### src/rtl/sapg_pkg.sv
// ----------------------------------------------------------------------------
// sapg_pkg: shared types and constants of the servo pulse generator
// Transaction payloads, command kinds, register indexes, reset values and
// the fixed-point constants of the angle-to-width mapping.
// ----------------------------------------------------------------------------
package sapg_pkg;

  // Number of addressable servo slots (the servo field is two bits wide).
  localparam int unsigned SERVO_SLOTS = 4;

  // Command kinds carried by an input transaction.
  typedef enum logic [1:0] {
    KIND_TICK   = 2'd0,
    KIND_WIDTH  = 2'd1,
    KIND_ANGLE  = 2'd2,
    KIND_CENTER = 2'd3
  } kind_t;

  // Configuration register indexes.
  typedef enum logic [2:0] {
    REG_PERIOD   = 3'd0,
    REG_MIN      = 3'd1,
    REG_MAX      = 3'd2,
    REG_CENTER_A = 3'd3,
    REG_CENTER_B = 3'd4,
    REG_CENTER_C = 3'd5,
    REG_CENTER_D = 3'd6,
    REG_REVERSE  = 3'd7
  } reg_idx_t;

  // Reset values.
  localparam logic [15:0] PERIOD_RST = 16'd20000;
  localparam logic [15:0] MIN_RST    = 16'd1300;
  localparam logic [15:0] MAX_RST    = 16'd1700;
  localparam logic [15:0] CENTER_RST = 16'd1500;
  localparam logic [15:0] WIDTH_RST  = 16'd1500;

  // Angle mapping: +-90 degrees in Q8.8 and the divisor 2 * 23040.
  localparam logic signed [15:0] ANGLE_LIMIT  = 16'sd23040;
  localparam logic signed [34:0] SCALE_DIV    = 35'sd46080;
  localparam logic signed [34:0] ROUND_HALF   = 35'sd23040;
  // 46080 = 1024 * 45: shift by 10, then divide by 45 with a reciprocal.
  localparam int unsigned        DIV_SHIFT    = 10;
  localparam logic [22:0]        DIV_ODD      = 23'd45;
  localparam logic [18:0]        RECIP_ODD    = 19'd372827; // floor(2^24 / 45)
  localparam int unsigned        RECIP_SHIFT  = 24;

  // Input transaction.
  typedef struct packed {
    kind_t              kind;
    logic [1:0]         servo;
    logic [15:0]        pulse_us;
    logic signed [15:0] angle;
  } in_item_t;

  // Result transaction.
  typedef struct packed {
    logic [3:0]  pwm_lines;
    logic        frame_start;
    logic [15:0] pending_out;
  } out_item_t;

  // Pipeline stage after the angle multiply.
  typedef struct packed {
    kind_t              kind;
    logic [1:0]         servo;
    logic [15:0]        raw_width;
    logic [15:0]        center;
    logic signed [32:0] prod;
  } prod_stage_t;

  // Pipeline stage after the reciprocal multiply.
  typedef struct packed {
    kind_t       kind;
    logic [1:0]  servo;
    logic [15:0] raw_width;
    logic [22:0] scaled;
    logic [17:0] quot_est;
  } quot_stage_t;

endpackage

### src/rtl/servo_angle_pwm_generator.sv
// ----------------------------------------------------------------------------
// servo_angle_pwm_generator: four-channel RC servo pulse generator
// Microsecond tick transactions advance a frame counter and produce the
// servo line levels; command transactions set the pending pulse widths.
// ----------------------------------------------------------------------------
// Usage:
// Input transactions (in_valid/in_ready/in_data) are either one-microsecond
// ticks or commands that set a width, map a Q8.8 angle or re-center a servo.
// Every input transaction yields exactly one result transaction on
// out_valid/out_ready/out_data, in order: line levels, frame start flag and
// the addressed servo's pending width.
// A transaction passes the stage 1, 2 and 3 registers, then the output register.
// One transaction is accepted every cycle while the receiver does not stall;
// the angle path is a three-stage pipeline (clamp and multiply, reciprocal
// multiply, correction and state update), each stage holding one transaction.
// When the receiver stalls, the result waits in the output register and the
// pipeline stages behind it keep filling until all are occupied; in_ready
// then drops.
// Configuration writes (cfg_valid/cfg_ready/cfg_index/cfg_data) are taken
// in any cycle and belong between transactions while the block is idle.
// Synchronous reset loads the register defaults, sets every width to 1500,
// clears the counter and the lines and empties the pipeline.
// ----------------------------------------------------------------------------
module servo_angle_pwm_generator #(
  parameter int unsigned SERVO_NUM = 4
) (
  input  logic                 clk,
  input  logic                 rst_n,
  input  logic                 in_valid,
  output logic                 in_ready,
  input  sapg_pkg::in_item_t   in_data,
  output logic                 out_valid,
  input  logic                 out_ready,
  output sapg_pkg::out_item_t  out_data,
  input  logic                 cfg_valid,
  output logic                 cfg_ready,
  input  logic [2:0]           cfg_index,
  input  logic [15:0]          cfg_data
);
  import sapg_pkg::*;

  // Configuration registers.
  logic [15:0] period_r;
  logic [15:0] min_r;
  logic [15:0] max_r;
  logic [15:0] center_r [SERVO_SLOTS];
  logic [3:0]  reverse_r;

  // Generator state.
  logic [15:0] frame_count_r;
  logic [15:0] frame_count_nxt;
  logic [15:0] pending_r [SERVO_SLOTS];
  logic [15:0] active_r  [SERVO_SLOTS];
  logic [3:0]  line_levels_r;
  logic [3:0]  line_levels_nxt;

  // Pipeline registers and handshake.
  logic        s1_valid_r;
  in_item_t    s1_r;
  logic        s2_valid_r;
  prod_stage_t s2_r;
  prod_stage_t s2_nxt;
  logic        s3_valid_r;
  quot_stage_t s3_r;
  quot_stage_t s3_nxt;
  out_item_t   out_r;
  out_item_t   out_nxt;
  logic        out_valid_r;

  logic        out_stall;
  logic        s3_ready;
  logic        s2_ready;
  logic        s1_ready;
  logic        commit;

  // Configuration port is always ready.
  assign cfg_ready = 1'b1;

  always_ff @(posedge clk) begin
    if (!rst_n) begin
      period_r  <= PERIOD_RST;
      min_r     <= MIN_RST;
      max_r     <= MAX_RST;
      reverse_r <= '0;
      for (int i = 0; i < SERVO_SLOTS; i++) begin
        center_r[i] <= CENTER_RST;
      end
    end else if (cfg_valid) begin
      case (reg_idx_t'(cfg_index))
        REG_PERIOD:   period_r    <= cfg_data;
        REG_MIN:      min_r       <= cfg_data;
        REG_MAX:      max_r       <= cfg_data;
        REG_CENTER_A: center_r[0] <= cfg_data;
        REG_CENTER_B: center_r[1] <= cfg_data;
        REG_CENTER_C: center_r[2] <= cfg_data;
        REG_CENTER_D: center_r[3] <= cfg_data;
        REG_REVERSE:  reverse_r   <= cfg_data[3:0];
        default:      period_r    <= period_r;
      endcase
    end
  end

  // Backpressure chain: a stage takes new data when it is empty or drains.
  assign out_stall = out_valid_r && !out_ready;
  assign s3_ready  = !s3_valid_r || !out_stall;
  assign s2_ready  = !s2_valid_r || s3_ready;
  assign s1_ready  = !s1_valid_r || s2_ready;
  assign in_ready  = s1_ready;
  assign commit    = s3_valid_r && !out_stall;

  // Stage 1: input register.
  always_ff @(posedge clk) begin
    if (!rst_n) begin
      s1_valid_r <= 1'b0;
    end else if (s1_ready) begin
      s1_valid_r <= in_valid;
    end
  end

  always_ff @(posedge clk) begin
    if (s1_ready) begin
      s1_r <= in_data;
    end
  end

  // Stage 1 to 2: clamp and orient the angle, pick the span, multiply.
  always_comb begin
    logic signed [15:0] ang_clamped;
    logic signed [15:0] ang_dir;
    logic signed [16:0] span;
    logic [15:0]        center;

    center = center_r[s1_r.servo];
    if (s1_r.angle > ANGLE_LIMIT) begin
      ang_clamped = ANGLE_LIMIT;
    end else if (s1_r.angle < -ANGLE_LIMIT) begin
      ang_clamped = -ANGLE_LIMIT;
    end else begin
      ang_clamped = s1_r.angle;
    end
    ang_dir = reverse_r[s1_r.servo] ? -ang_clamped : ang_clamped;

    if (ang_dir >= 0) begin
      span = $signed({1'b0, max_r}) - $signed({1'b0, center});
    end else begin
      span = $signed({1'b0, center}) - $signed({1'b0, min_r});
    end

    s2_nxt.kind      = s1_r.kind;
    s2_nxt.servo     = s1_r.servo;
    s2_nxt.raw_width = (s1_r.kind == KIND_WIDTH) ? s1_r.pulse_us : center;
    s2_nxt.center    = center;
    s2_nxt.prod      = 33'(ang_dir) * 33'(span);
  end

  always_ff @(posedge clk) begin
    if (!rst_n) begin
      s2_valid_r <= 1'b0;
    end else if (s2_ready) begin
      s2_valid_r <= s1_valid_r;
    end
  end

  always_ff @(posedge clk) begin
    if (s2_ready) begin
      s2_r <= s2_nxt;
    end
  end

  // Stage 2 to 3: build the rounded numerator, divide by 1024, then
  // estimate the quotient by 45 with a reciprocal multiply.
  always_comb begin
    logic signed [34:0] numer;
    logic [22:0]        scaled;
    logic [41:0]        recip_prod;

    numer = $signed({19'd0, s2_r.center}) * SCALE_DIV
          + 35'(s2_r.prod) * 35'sd2 + ROUND_HALF;
    // A negative numerator gives a scaled value of zero.
    scaled = numer[34] ? '0 : numer[DIV_SHIFT +: 23];
    recip_prod = 42'(scaled) * 42'(RECIP_ODD);

    s3_nxt.kind      = s2_r.kind;
    s3_nxt.servo     = s2_r.servo;
    s3_nxt.raw_width = s2_r.raw_width;
    s3_nxt.scaled    = scaled;
    s3_nxt.quot_est  = recip_prod[RECIP_SHIFT +: 18];
  end

  always_ff @(posedge clk) begin
    if (!rst_n) begin
      s3_valid_r <= 1'b0;
    end else if (s3_ready) begin
      s3_valid_r <= s2_valid_r;
    end
  end

  always_ff @(posedge clk) begin
    if (s3_ready) begin
      s3_r <= s3_nxt;
    end
  end

  // Stage 3: correct the quotient, clamp the width, run the frame logic.
  logic        servo_ok;
  logic        frame_begin;
  logic [15:0] width_new;

  assign servo_ok    = 32'(s3_r.servo) < SERVO_NUM;
  assign frame_begin = (frame_count_r == '0);

  always_comb begin
    logic [22:0] remainder;
    logic [17:0] quot;
    logic [15:0] width_pre;

    // The reciprocal estimate is low by at most one.
    remainder = s3_r.scaled - 23'(s3_r.quot_est) * DIV_ODD;
    quot      = (remainder >= DIV_ODD) ? s3_r.quot_est + 18'd1 : s3_r.quot_est;

    if (s3_r.kind == KIND_ANGLE) begin
      width_pre = (quot > 18'd65535) ? 16'hFFFF : quot[15:0];
    end else begin
      width_pre = s3_r.raw_width;
    end

    // Below the minimum wins over above the maximum when limits cross.
    if (width_pre < min_r) begin
      width_new = min_r;
    end else if (width_pre > max_r) begin
      width_new = max_r;
    end else begin
      width_new = width_pre;
    end
  end

  // Frame counter and line levels for a tick.
  always_comb begin
    logic [16:0] count_inc;
    logic [16:0] period_eff;

    period_eff = (period_r == '0) ? 17'd1 : {1'b0, period_r};
    count_inc  = {1'b0, frame_count_r} + 17'd1;
    frame_count_nxt = (count_inc >= period_eff) ? '0 : count_inc[15:0];

    line_levels_nxt = '0;
    for (int i = 0; i < SERVO_SLOTS; i++) begin
      if (i < SERVO_NUM) begin
        line_levels_nxt[i] = frame_begin ? (frame_count_r < pending_r[i])
                                         : (frame_count_r < active_r[i]);
      end
    end
  end

  // Result assembly.
  always_comb begin
    if (s3_r.kind == KIND_TICK) begin
      out_nxt.pwm_lines   = line_levels_nxt;
      out_nxt.frame_start = frame_begin;
      out_nxt.pending_out = servo_ok ? pending_r[s3_r.servo] : '0;
    end else begin
      out_nxt.pwm_lines   = line_levels_r;
      out_nxt.frame_start = 1'b0;
      out_nxt.pending_out = servo_ok ? width_new : '0;
    end
  end

  // State update at commit of each transaction, in order.
  always_ff @(posedge clk) begin
    if (!rst_n) begin
      frame_count_r <= '0;
      line_levels_r <= '0;
      for (int i = 0; i < SERVO_SLOTS; i++) begin
        pending_r[i] <= WIDTH_RST;
        active_r[i]  <= WIDTH_RST;
      end
    end else if (commit) begin
      if (s3_r.kind == KIND_TICK) begin
        frame_count_r <= frame_count_nxt;
        line_levels_r <= line_levels_nxt;
        if (frame_begin) begin
          for (int i = 0; i < SERVO_SLOTS; i++) begin
            active_r[i] <= pending_r[i];
          end
        end
      end else if (servo_ok) begin
        pending_r[s3_r.servo] <= width_new;
      end
    end
  end

  // Output register.
  always_ff @(posedge clk) begin
    if (!rst_n) begin
      out_valid_r <= 1'b0;
    end else if (!out_stall) begin
      out_valid_r <= s3_valid_r;
    end
  end

  always_ff @(posedge clk) begin
    if (commit) begin
      out_r <= out_nxt;
    end
  end

  assign out_valid = out_valid_r;
  assign out_data  = out_r;

endmodule
### config.mk
export PLATFORM = sky130hd
export DESIGN_NAME = servo_angle_pwm_generator
export DESIGN_NICKNAME = d
export VERILOG_FILES = /design/src/rtl/sapg_pkg.sv /design/src/rtl/servo_angle_pwm_generator.sv
export SDC_FILE = /design/constraint.sdc
export NUM_CORES = 2
export LEC_CHECK = 0
export BUFFER_PORTS_ARGS = -buffer_cell sky130_fd_sc_hd__buf_4
export CAP_MARGIN = 5
export CORE_MARGIN = 3
export CORE_UTILIZATION = 50
export CTS_BUF_LIST = sky130_fd_sc_hd__clkbuf_8
export CTS_CLUSTER_DIAMETER = 30
export CTS_CLUSTER_SIZE = 8
export DETAILED_ROUTE_END_ITERATION = 8
export GPL_ROUTABILITY_DRIVEN = 1
export GPL_TIMING_DRIVEN = 0
export PLACE_DENSITY = 0.63
export SLEW_MARGIN = 20
export SYNTH_ARGS = -nofsm -noshare
export SYNTH_HDL_FRONTEND = slang
export SYNTH_SLANG_ARGS = --single-unit
export TNS_END_PERCENT = 10
### constraint.sdc
create_clock -name clk -period 17.2 [get_ports clk]
set_input_delay 0.86 -clock clk [delete_from_list [all_inputs] [get_ports clk]]
set_output_delay 0.86 -clock clk [all_outputs]
set_load 0.01 [all_outputs]
==> results.toml <==
[status]
outcome = "complete, no violations"

[sta]
post-route-period-util_pct = 86.2
slew_headroom_pct = 18.4
setup_violations = 0
clock_skew_ns = 0.0489
final_max_slew_viol_count = 0
period_needed_ns = 14.82
final_hold_viol_count = 0
tightest_slew_ns = 1.21
fmax_mhz = 67.5
fin_setup_tns_ns = 0
grt_setup_unrepaired = "false"

[clocking]
clkTransAtPathRegs_ns = 0.06
clockBufferDepth = 3
clk_latency_ns = 0.73
holdBufCountCts = 0
cts_tree = "yes"
cts.sinks = 451
cts-root-buf = "clkbuf_8"
ctsResizeCount = 0
cts.htree.levels = 3
postCtsSetupBuffers = 0
cts_buffers = 99

[place]
dp_cells = 6020
placed_area_sq_mm = 0.0492
dp_hpwl_um = 103000
io_buffers = 82
gp_congestion = 0.973

[cells_and_area]
fillerInstances = 8136
multi_input_comb_area_sq_mm = 0.0301
seqCellArea_sq_mm = 0.0127
final_cell_area_sq_mm = 0.0515
layout_common_cells = "934 x inv_1, 595 x ha_1, 484 x fa_1"
drive_above_1_share_pct = 7.68
area_growth_syn_to_layout_pct = 10.4
nNetsFinal = 6017
fin_cells = 6207
fin_util_pct = 56.0
final_common_cell = "inv_1"

[grt]
grt_pass1_vias = 34600
antenna_found_initial = 3
grt_start_max_net_pins = 59
grt_usage_pct = 26.3
grt_overflow = 0
grt_pass1_wl_um = 197000

[worst_setup_path]
critPathLaunchType = "register"
cpMaxStageDelayCell = "fa_1"
path_common_cell = "ha_1"
critPathBufInv = 7
critPathTopFamily = "adder cells"
worstPathMaxFanout = 10
crit_arrival_ns = 15.30
worstPathRequired_ns = 17.67
critPathKind = "reg2reg"
reg2reg_slack_ns = 2.38
slowest_delay_ns = 0.53
endpoint_kind = "register"

[drt]
drt_iter0_markers = 2414
drc = 0
vias_per_cell = 5.49
num_vias = 34000
drt_first_pass_iters = 5
ant_nets = 0
routed_wl_um = 127000
avgRoutedWirePerCell_um = 20.4

[yosys]
synthArstFlopShare_pct = 0
synth-seq-area-share_pct = 27.3
synth_ff_type = "edfxtp_1"
syn_area_sq_mm = 0.0467
syn-num-nets = 5822
yosysUniqueCellTypes = 93
synth_edf_count = 371
ys_seq_elements = 451
synth_warnings = 0
synth_cells = 4683
syn_avg_cell_area_sq_um = 9.97

[worst_hold_path]
hp-class = "in2reg"

[floorplanning]
die_area_sq_mm = 0.0970
die_x_um = 312
fp.dieH_um = 312
row_count = 111
boundaryPins = 84
start_util_pct = 50.7
core_sq_mm = 0.0921

[job]
cap_violations = 0
-- kinds of logic after synthesis --
logic type,after synthesis,share of synthesized area (%)
and+or+nand+nor,1177,11.9
other,1,0.00804
DFF,451,27.3
adders and majority gates,1079,36.7
muxes,76,2.71
AOI/OAI and AO/OA,693,9.85
buffers and inverters,1042,8.43
xor gates and xnor gates,164,3.08
-- path summary, 6_finish.rpt --
check,cells after the start,from,to
worst max-delay path,55,s2_r[33],s3_r[17]
worst min-delay path,1,in_data[30],s1_r[30]
worst max register to register,55,s2_r[33],s3_r[17]
worst min register to register,0,s2_r[58],s3_r[50]
-- per-layer routing --
layer,vias up,track usage [%],routed length [um]
met2,1098,42.1,58000
met3,249,3.68,7570
met5,-,0,0
li1,16000,-,-
met1,16700,36.5,55900
met4,0,9.58,4970
-- state kept, by name (all words and copies together), names as in the netlist, named ones only --
| name | count |
|---|---|
| active_r | 64 |
| center_r | 64 |
| pending_r | 64 |
| s2_r | 61 |
| s3_r | 61 |
| s1_r | 36 |
| out_data | 21 |
| frame_count_r | 16 |
| max_r | 16 |
| min_r | 16 |
| period_r | 16 |
| line_levels_r | 4 |
| reverse_r | 4 |
| out_valid | 1 |
| s1_valid_r | 1 |
| s2_valid_r | 1 |
| s3_valid_r | 1 |
-- cell usage after synthesis, drive strengths merged (5+ instances only) --
library cell,n,share of area (%)
o211a,7,0.15
o31ai,9,0.14
nor3b,10,0.16
o21a,44,0.71
nand2b,56,0.75
edfxtp,371,24
mux2,23,0.55
and2,77,1.0
and4,5,0.099
nand4,27,0.36
nor2,297,2.4
a31oi,20,0.39
or2,17,0.23
o211ai,27,0.43
nor4,43,0.59
mux4,33,1.6
mux2i,20,0.56
and3,29,0.39
a31o,7,0.13
a211oi,15,0.25
a22o,13,0.24
fa,484,21
nand3b,5,0.080
a21oi,217,2.3
clkbuf,105,0.84
dfxtp,80,3.4
nand3,51,0.55
nor3,63,0.68
o21bai,18,0.29
ha,595,16
a211o,9,0.17
or3,36,0.49
nor2b,45,0.60
nand2,401,3.2
a2111oi,12,0.28
a21o,82,1.3
xnor2,94,1.8
o2111ai,9,0.17
o21ai,131,1.4
o31a,6,0.12
inv,921,7.4
a221oi,11,0.21
xor2,70,1.3
a21boi,12,0.19
buf,16,0.18
-- stage by stage --
step                      hold slack (ns)  worst slack [ns]
after floorplan                     0.400              4.94
after detailed placement            0.405              2.48
after global placement              0.403              2.69
after global routing                0.263              1.20
after CTS                           0.261              2.46
final                               0.315              2.38
-- cell type report --
class,count,share of cell area (%)
Tap cell,1243,3.02
Multi-Input combinational cell,3190,58.3
Antenna cell,2,0.00971
Clock buffer,102,2.72
Inverter,921,6.71
Sequential cell,451,24.7
Timing Repair Buffer,94,1.69
Clock inverter,83,1.84
Buffer,121,0.933
Power is not shown: default switching activity piles up to over one toggle a cycle in this logic, so the estimate is an artifact.
